**src/rtl/tpc_fifo.sv**
```systemverilog
// Small first-in first-out queue with the head shown combinationally.
// No package dependency; used for the point queue and the result queue.
`default_nettype none
module tpc_fifo #(
   parameter int WIDTH = 8,
   parameter int DEPTH = 2
) (
   input  wire logic             clock,
   input  wire logic             reset,
   input  wire logic             push,
   input  wire logic [WIDTH-1:0] din,
   output logic                  full,
   input  wire logic             pop,
   output logic [WIDTH-1:0]      dout,
   output logic                  empty
);
   localparam int PTR_W = (DEPTH > 1) ? $clog2(DEPTH) : 1;
   localparam int CNT_W = $clog2(DEPTH + 1);

   logic [WIDTH-1:0] mem [DEPTH];
   logic [PTR_W-1:0] wr_ptr_ff, rd_ptr_ff;
   logic [CNT_W-1:0] count_ff;
   logic             do_push, do_pop;

   assign full    = (count_ff == CNT_W'(DEPTH));
   assign empty   = (count_ff == '0);
   assign do_push = push && !full;
   assign do_pop  = pop && !empty;
   assign dout    = mem[rd_ptr_ff];

   always_ff @(posedge clock) begin
      if (do_push) begin
         mem[wr_ptr_ff] <= din;
      end
   end

   always_ff @(posedge clock) begin
      if (reset) begin
         wr_ptr_ff <= '0;
         rd_ptr_ff <= '0;
         count_ff  <= '0;
      end else begin
         if (do_push) begin
            wr_ptr_ff <= (wr_ptr_ff == PTR_W'(DEPTH - 1)) ? '0 : wr_ptr_ff + 1'b1;
         end
         if (do_pop) begin
            rd_ptr_ff <= (rd_ptr_ff == PTR_W'(DEPTH - 1)) ? '0 : rd_ptr_ff + 1'b1;
         end
         if (do_push && !do_pop) begin
            count_ff <= count_ff + 1'b1;
         end else if (do_pop && !do_push) begin
            count_ff <= count_ff - 1'b1;
         end
      end
   end
endmodule
`default_nettype wire

```
**config.mk**
```make
export PLATFORM = sky130hd
export DESIGN_NAME = tpc_fifo
export DESIGN_NICKNAME = d
export VERILOG_FILES = /design/src/rtl/tpc_fifo.sv
export SDC_FILE = /design/constraint.sdc
export NUM_CORES = 1
export LEC_CHECK = 0
export BUFFER_PORTS_ARGS = -buffer_cell sky130_fd_sc_hd__buf_2
export CAP_MARGIN = 20
export CORE_MARGIN = 8
export CORE_UTILIZATION = 40
export DETAILED_ROUTE_END_ITERATION = 7
export MAX_ROUTING_LAYER = met4
export PLACE_DENSITY = 0.66
export SYNTH_ARGS = -nofsm -noshare
export SYNTH_HDL_FRONTEND = slang
export SYNTH_SLANG_ARGS = --single-unit
export TNS_END_PERCENT = 20
```
**constraint.sdc**
```tcl
create_clock -name clock -period 1.45 [get_ports clock]
set_input_delay 0.435 -clock clock [delete_from_list [all_inputs] [get_ports clock]]
set_output_delay 0.435 -clock clock [all_outputs]
set_load 0.02 [all_outputs]
```
Word-level counts from Yosys, hierarchy flattened. Memory sizes are Yosys's and may differ from the RTL's. A register that Yosys moved wholly into a read port is not among the register bits. Cells that the tools add are included.

Logic and storage cells: 27. Register bits: 4. Memories: 1. Output and inout port bits: 10. Bits in writable memories: 16. Input bits: 12.

Add/subtract/negate cells: 4. Multiplexer cells: 8. Reduce and logical (&&, ||, !) cells: 10. Equality and inequality tests: 1.

Memory list: mem (depth 2, bits a word 8, read ports 1, clocked after memory_dff 1, wr ports 1, RTL line 20) `logic [WIDTH-1:0] mem [DEPTH];`.

Operators by type and width (number): 2-to-1 mux 1 bit (6); logical AND 1 bit (4); logical NOT 1 bit (4); 2-to-1 mux 2 bit (2); adder 1 bit, second input constant (2); adder 2 x 1 -> 2 bit, second input constant (1); equality test 2 bit, second input constant (1); logical NOT 2 bit (1); nonzero test 2 bit (1); subtractor 2 x 1 -> 2 bit, second input constant (1).

Logic depth before layout (Yosys ltp).
Word-level depth: 7. Depth in mapped cells: 6. Depth with buffers taken out: 6.

Least setup slack after synthesis. OpenSTA, ideal clock, no wires.

Path type: reg-to-reg. Start point: reg count_ff[1]. End point: reg count_ff[1]. Data arrival time: 1.517 ns. Buffers on the path: 0. Data required time: 1.380 ns. Stages on the path, launching flop included: 6. Setup slack: -0.137 ns. Setup time: 0.070 ns. Clock period less this slack: 1.587 ns. Cells stage by stage: dfxtp_1 > nor2b_2 > nor2_1 > ha_1 > or3_1 > a21oi_1.

Cells in the longest elaborated chain, start to end: 6. Elaborated cells between the ends (all ways): 15. Those cells by class: add/sub (2); eq/ne (1); mux (2); reduce/logical (10).

RTL lines: start, declared (RTL line 22) `logic [CNT_W-1:0] count_ff;`; start signal, assigned (RTL line 50) `count_ff <= count_ff + 1'b1;`; start signal, assigned (RTL line 52) `count_ff <= count_ff - 1'b1;`; equality test 2 bit (*) (RTL line 25) `assign full = (count_ff == CNT_W'(DEPTH));`; net full (RTL line 12) `output logic full,`; logical NOT 1 bit (*) (RTL line 27) `assign do_push = push && !full;`; logical AND 1 bit (*) (RTL line 27); logical NOT 1 bit (RTL line 51) `end else if (do_pop && !do_push) begin`; logical AND 1 bit (RTL line 51); nonzero test 2 bit (no line).

Mark *: on every way through the listed nets, which the timed path passes. The rest lies on a longest branch. The select of a mux whose other input is x is not followed. A chain may end at the register's enable or synchronous reset.

==> metrics <==
P_int=approximately 1.4 mW; Place WS=-0.08260 ns; Vias/cell=approximately 4.5; I/O pins=22; critical path, cell by cell=buf_12, mux2_4, buf_6; Final Skew=0.002953 ns; post-synth net total=63; DRC viols=0; element type at the critical path start=flip-flop; CP Buf/Inv Count=2; failing checks=negative setup slack; max_slew headroom=between 80% and 90%; initial antenna violation count=0; Worst Path Arrival=1.22 ns; hpwl dp=between 1000 and 1500 um; outcome=finished, violations left; clk slew on worst S/H paths=0.10 ns; LEAKAGE=about 0.46 nW; Routed WL=around 1400 um; root buffer cell=clkbuf_4; endpoints failing setup=9; setup bufs post-CTS=0; antenna diode count=0; via count=roughly 480; xor/xnor cell area share of the yosys netlist=3.312%; largest net degree at the start of global routing=12; mux contribution to synthesized area=11.36%; RSZ-0062 raised after global routing=true; standard-cell rows=16; worst vdd ir=between 0.0008 and 0.0009 V; core area=0.001922 sq mm; CP max stage cell=dfxtp_2; initial core utilization=41.28%; footprint of the multi-input gates=between 200 and 250 sq um; Cells after Synth=50; final hold viol count=0; warnings from Yosys=0; storage element area=between 500 and 600 sq um; synth unique cells=13; total CTS buffers=3; Crit. End Element=output pin; fillcell total=between 150 and 200; final net count=94; TritonCTS clock tree=built; synthesized area=roughly 800 sq um; critical path required time=1.02 ns; CP peak stage delay=between 0.3 and 0.4 ns; global route overflow=0; first-pass GRT wire length=2352 um; Die H=a little over 60 um; vias in the first global route=569; First-pass DRT Iterations=4; Synth Area in Compound Gates=approximately 3.2%; Crit Path Max Fanout=8; sequential power share=around 43%; Worst Tran Pin Value=0.1927 ns; sequential area share after synthesis=about three quarters; Area Overhead vs Synth=40.85%; Slew Limit Fails=0; WS Path Type=reg -> out; IO buf count=21; Layout Utilization=58.14%; layout cells sized above 1=between 50% and 60%; Largest delay share family, worst path=flip-flops; simple-gate share of the synthesized area=5.836%; pwr/cell area=between 1500 and 2000 mW/mm^2; Chip Width=~61 um; antenna viol nets, final=0; clock share of power=a little over an eighth; fmax=606.0 MHz; gpl congestion=between 0.6 and 0.7; maxcap violations=0; Max clock buf depth=2; Switch Pwr=618.7 uW; clk sinks=21; Avg WL per Cell=approximately 13 um; switching part of the total=31.15%; worst setup margin=-0.2000 ns; synthesized-area fraction occupied by adder cells=~1.6%; worst skew pair latency=between 0.2 and 0.3 ns; min-delay worst type=in -> reg; GR Util All Layers=a little under a tenth; Yosys reg bits=21; # hold bufs at CTS=0; mean post-synth cell area=15.87 sq um; Combinational Power Share=a little over two fifths; htree depth=1; fin crit period=1.650 ns; die area=0.003664 sq mm; largest family of logic cells by synthesized area=multiplexers; Initial DRC Count=6; Tcrit/Tclk final=113.8%
## flip-flops by register name, indices dropped and copies added (netlist names), named ones only
name	cells
count_ff	2
rd_ptr_ff	1
wr_ptr_ff	1
mem	16
## path summary, 6_finish.rpt
kind,start,end,slack (ns),cells after the start
hold / removal,din[7],mem[1][7],0.32,1
hold reg to reg,wr_ptr_ff,wr_ptr_ff,0.50,2
setup reg to reg,count_ff[1],count_ff[1],-0.02,5
setup / recovery,flip-flop,dout[0],-0.20,3
## metrics by stage
stage          total power [mW]  TNS (ns)  std cells  hold slack, ns  area (sq um)
2_1_floorplan             1.273  -0.01355         50          0.4516         800.8
3_3_place_gp              1.547  -0.01756        103          0.4768          1005
3_5_place_dp              1.568   -0.1067        103          0.4808          1005
4_1_cts                   2.002    -1.769        107          0.3074          1112
5_1_grt                   2.115    -2.254        107          0.2947          1117
6_report                  1.986    -1.584        107          0.3249          1117
## worst register-to-register path, stage by stage, from the launching register on
cell and delay [ns]:
dfxtp_4 0.38, nor2b_4 0.16, nor2_1 0.07, ha_1 0.30
or3_1 0.35, a21oi_1 0.14
## cells in the mapped netlist
master	number	area share, %
edfxtp_1	16	61
buf_2	1	0.63
xor2_1	3	3.3
a21oi_1	2	1.3
nor2b_2	1	1.1
nor2_1	5	2.4
mux2_2	8	11
ha_1	1	1.6
or3_1	2	1.6
o21ai_0	3	1.9
and2_1	1	0.79
dfxtp_1	5	13
inv_1	2	0.95
## per-layer routing
layer	vias to the layer above	wire length (um)	GRT usage, %
li1	242	-	-
met1	223	570	8.783
met2	14	749	15.40
met3	0	95	3.602
met4	0	0	4.983
met5	-	0	-
## cells by family (layout without fill, tap and decap cells)
logic type	after synthesis	count (layout)
DFF	21	21
and+or+nand+nor	9	9
muxes	8	8
AOI/OAI and AO/OA	5	5
xor gates and xnor gates	3	3
buffers and inverters	3	33
adders and majority gates	1	1
## power by group through the flow
| stage | logic (mW) | clock network (mW) | registers (mW) |
|---|---|---|---|
| final | 0.874 | 0.264 | 0.848 |
| after global routing | 0.939 | 0.311 | 0.865 |
| after CTS | 0.878 | 0.280 | 0.844 |
| after detailed placement | 0.716 | 0 | 0.851 |
| after global placement | 0.703 | 0 | 0.845 |
| after floorplan | 0.444 | 0 | 0.829 |
## area by class of cell
class | count | area share, %
Tap cell | 27 | 3.024
Inverter | 2 | 0.6719
Multi-Input combinational cell | 26 | 21.05
Timing Repair Buffer | 27 | 20.38
Sequential cell | 21 | 52.52
Clock buffer | 4 | 2.352
## cells in the final DEF, fill, tap and decap left out, drive strengths merged
| master | n |
|---|---|
| buf | 27 |
| ha | 1 |
| or3 | 2 |
| nor2b | 1 |
| xor2 | 3 |
| inv | 2 |
| nor2 | 5 |
| edfxtp | 16 |
| mux2 | 8 |
| dfxtp | 5 |
| o21ai | 3 |
| clkbuf | 4 |
| and2 | 1 |
| a21oi | 2 |
## repair_timing
action,in CTS,in global routing
pin swaps,0,0
resized for setup,26,2
hold endpoints to repair,0,0
gates cloned,0,0
setup endpoints to repair,9,11
Note: power is estimated with default switching activity, not from simulation.
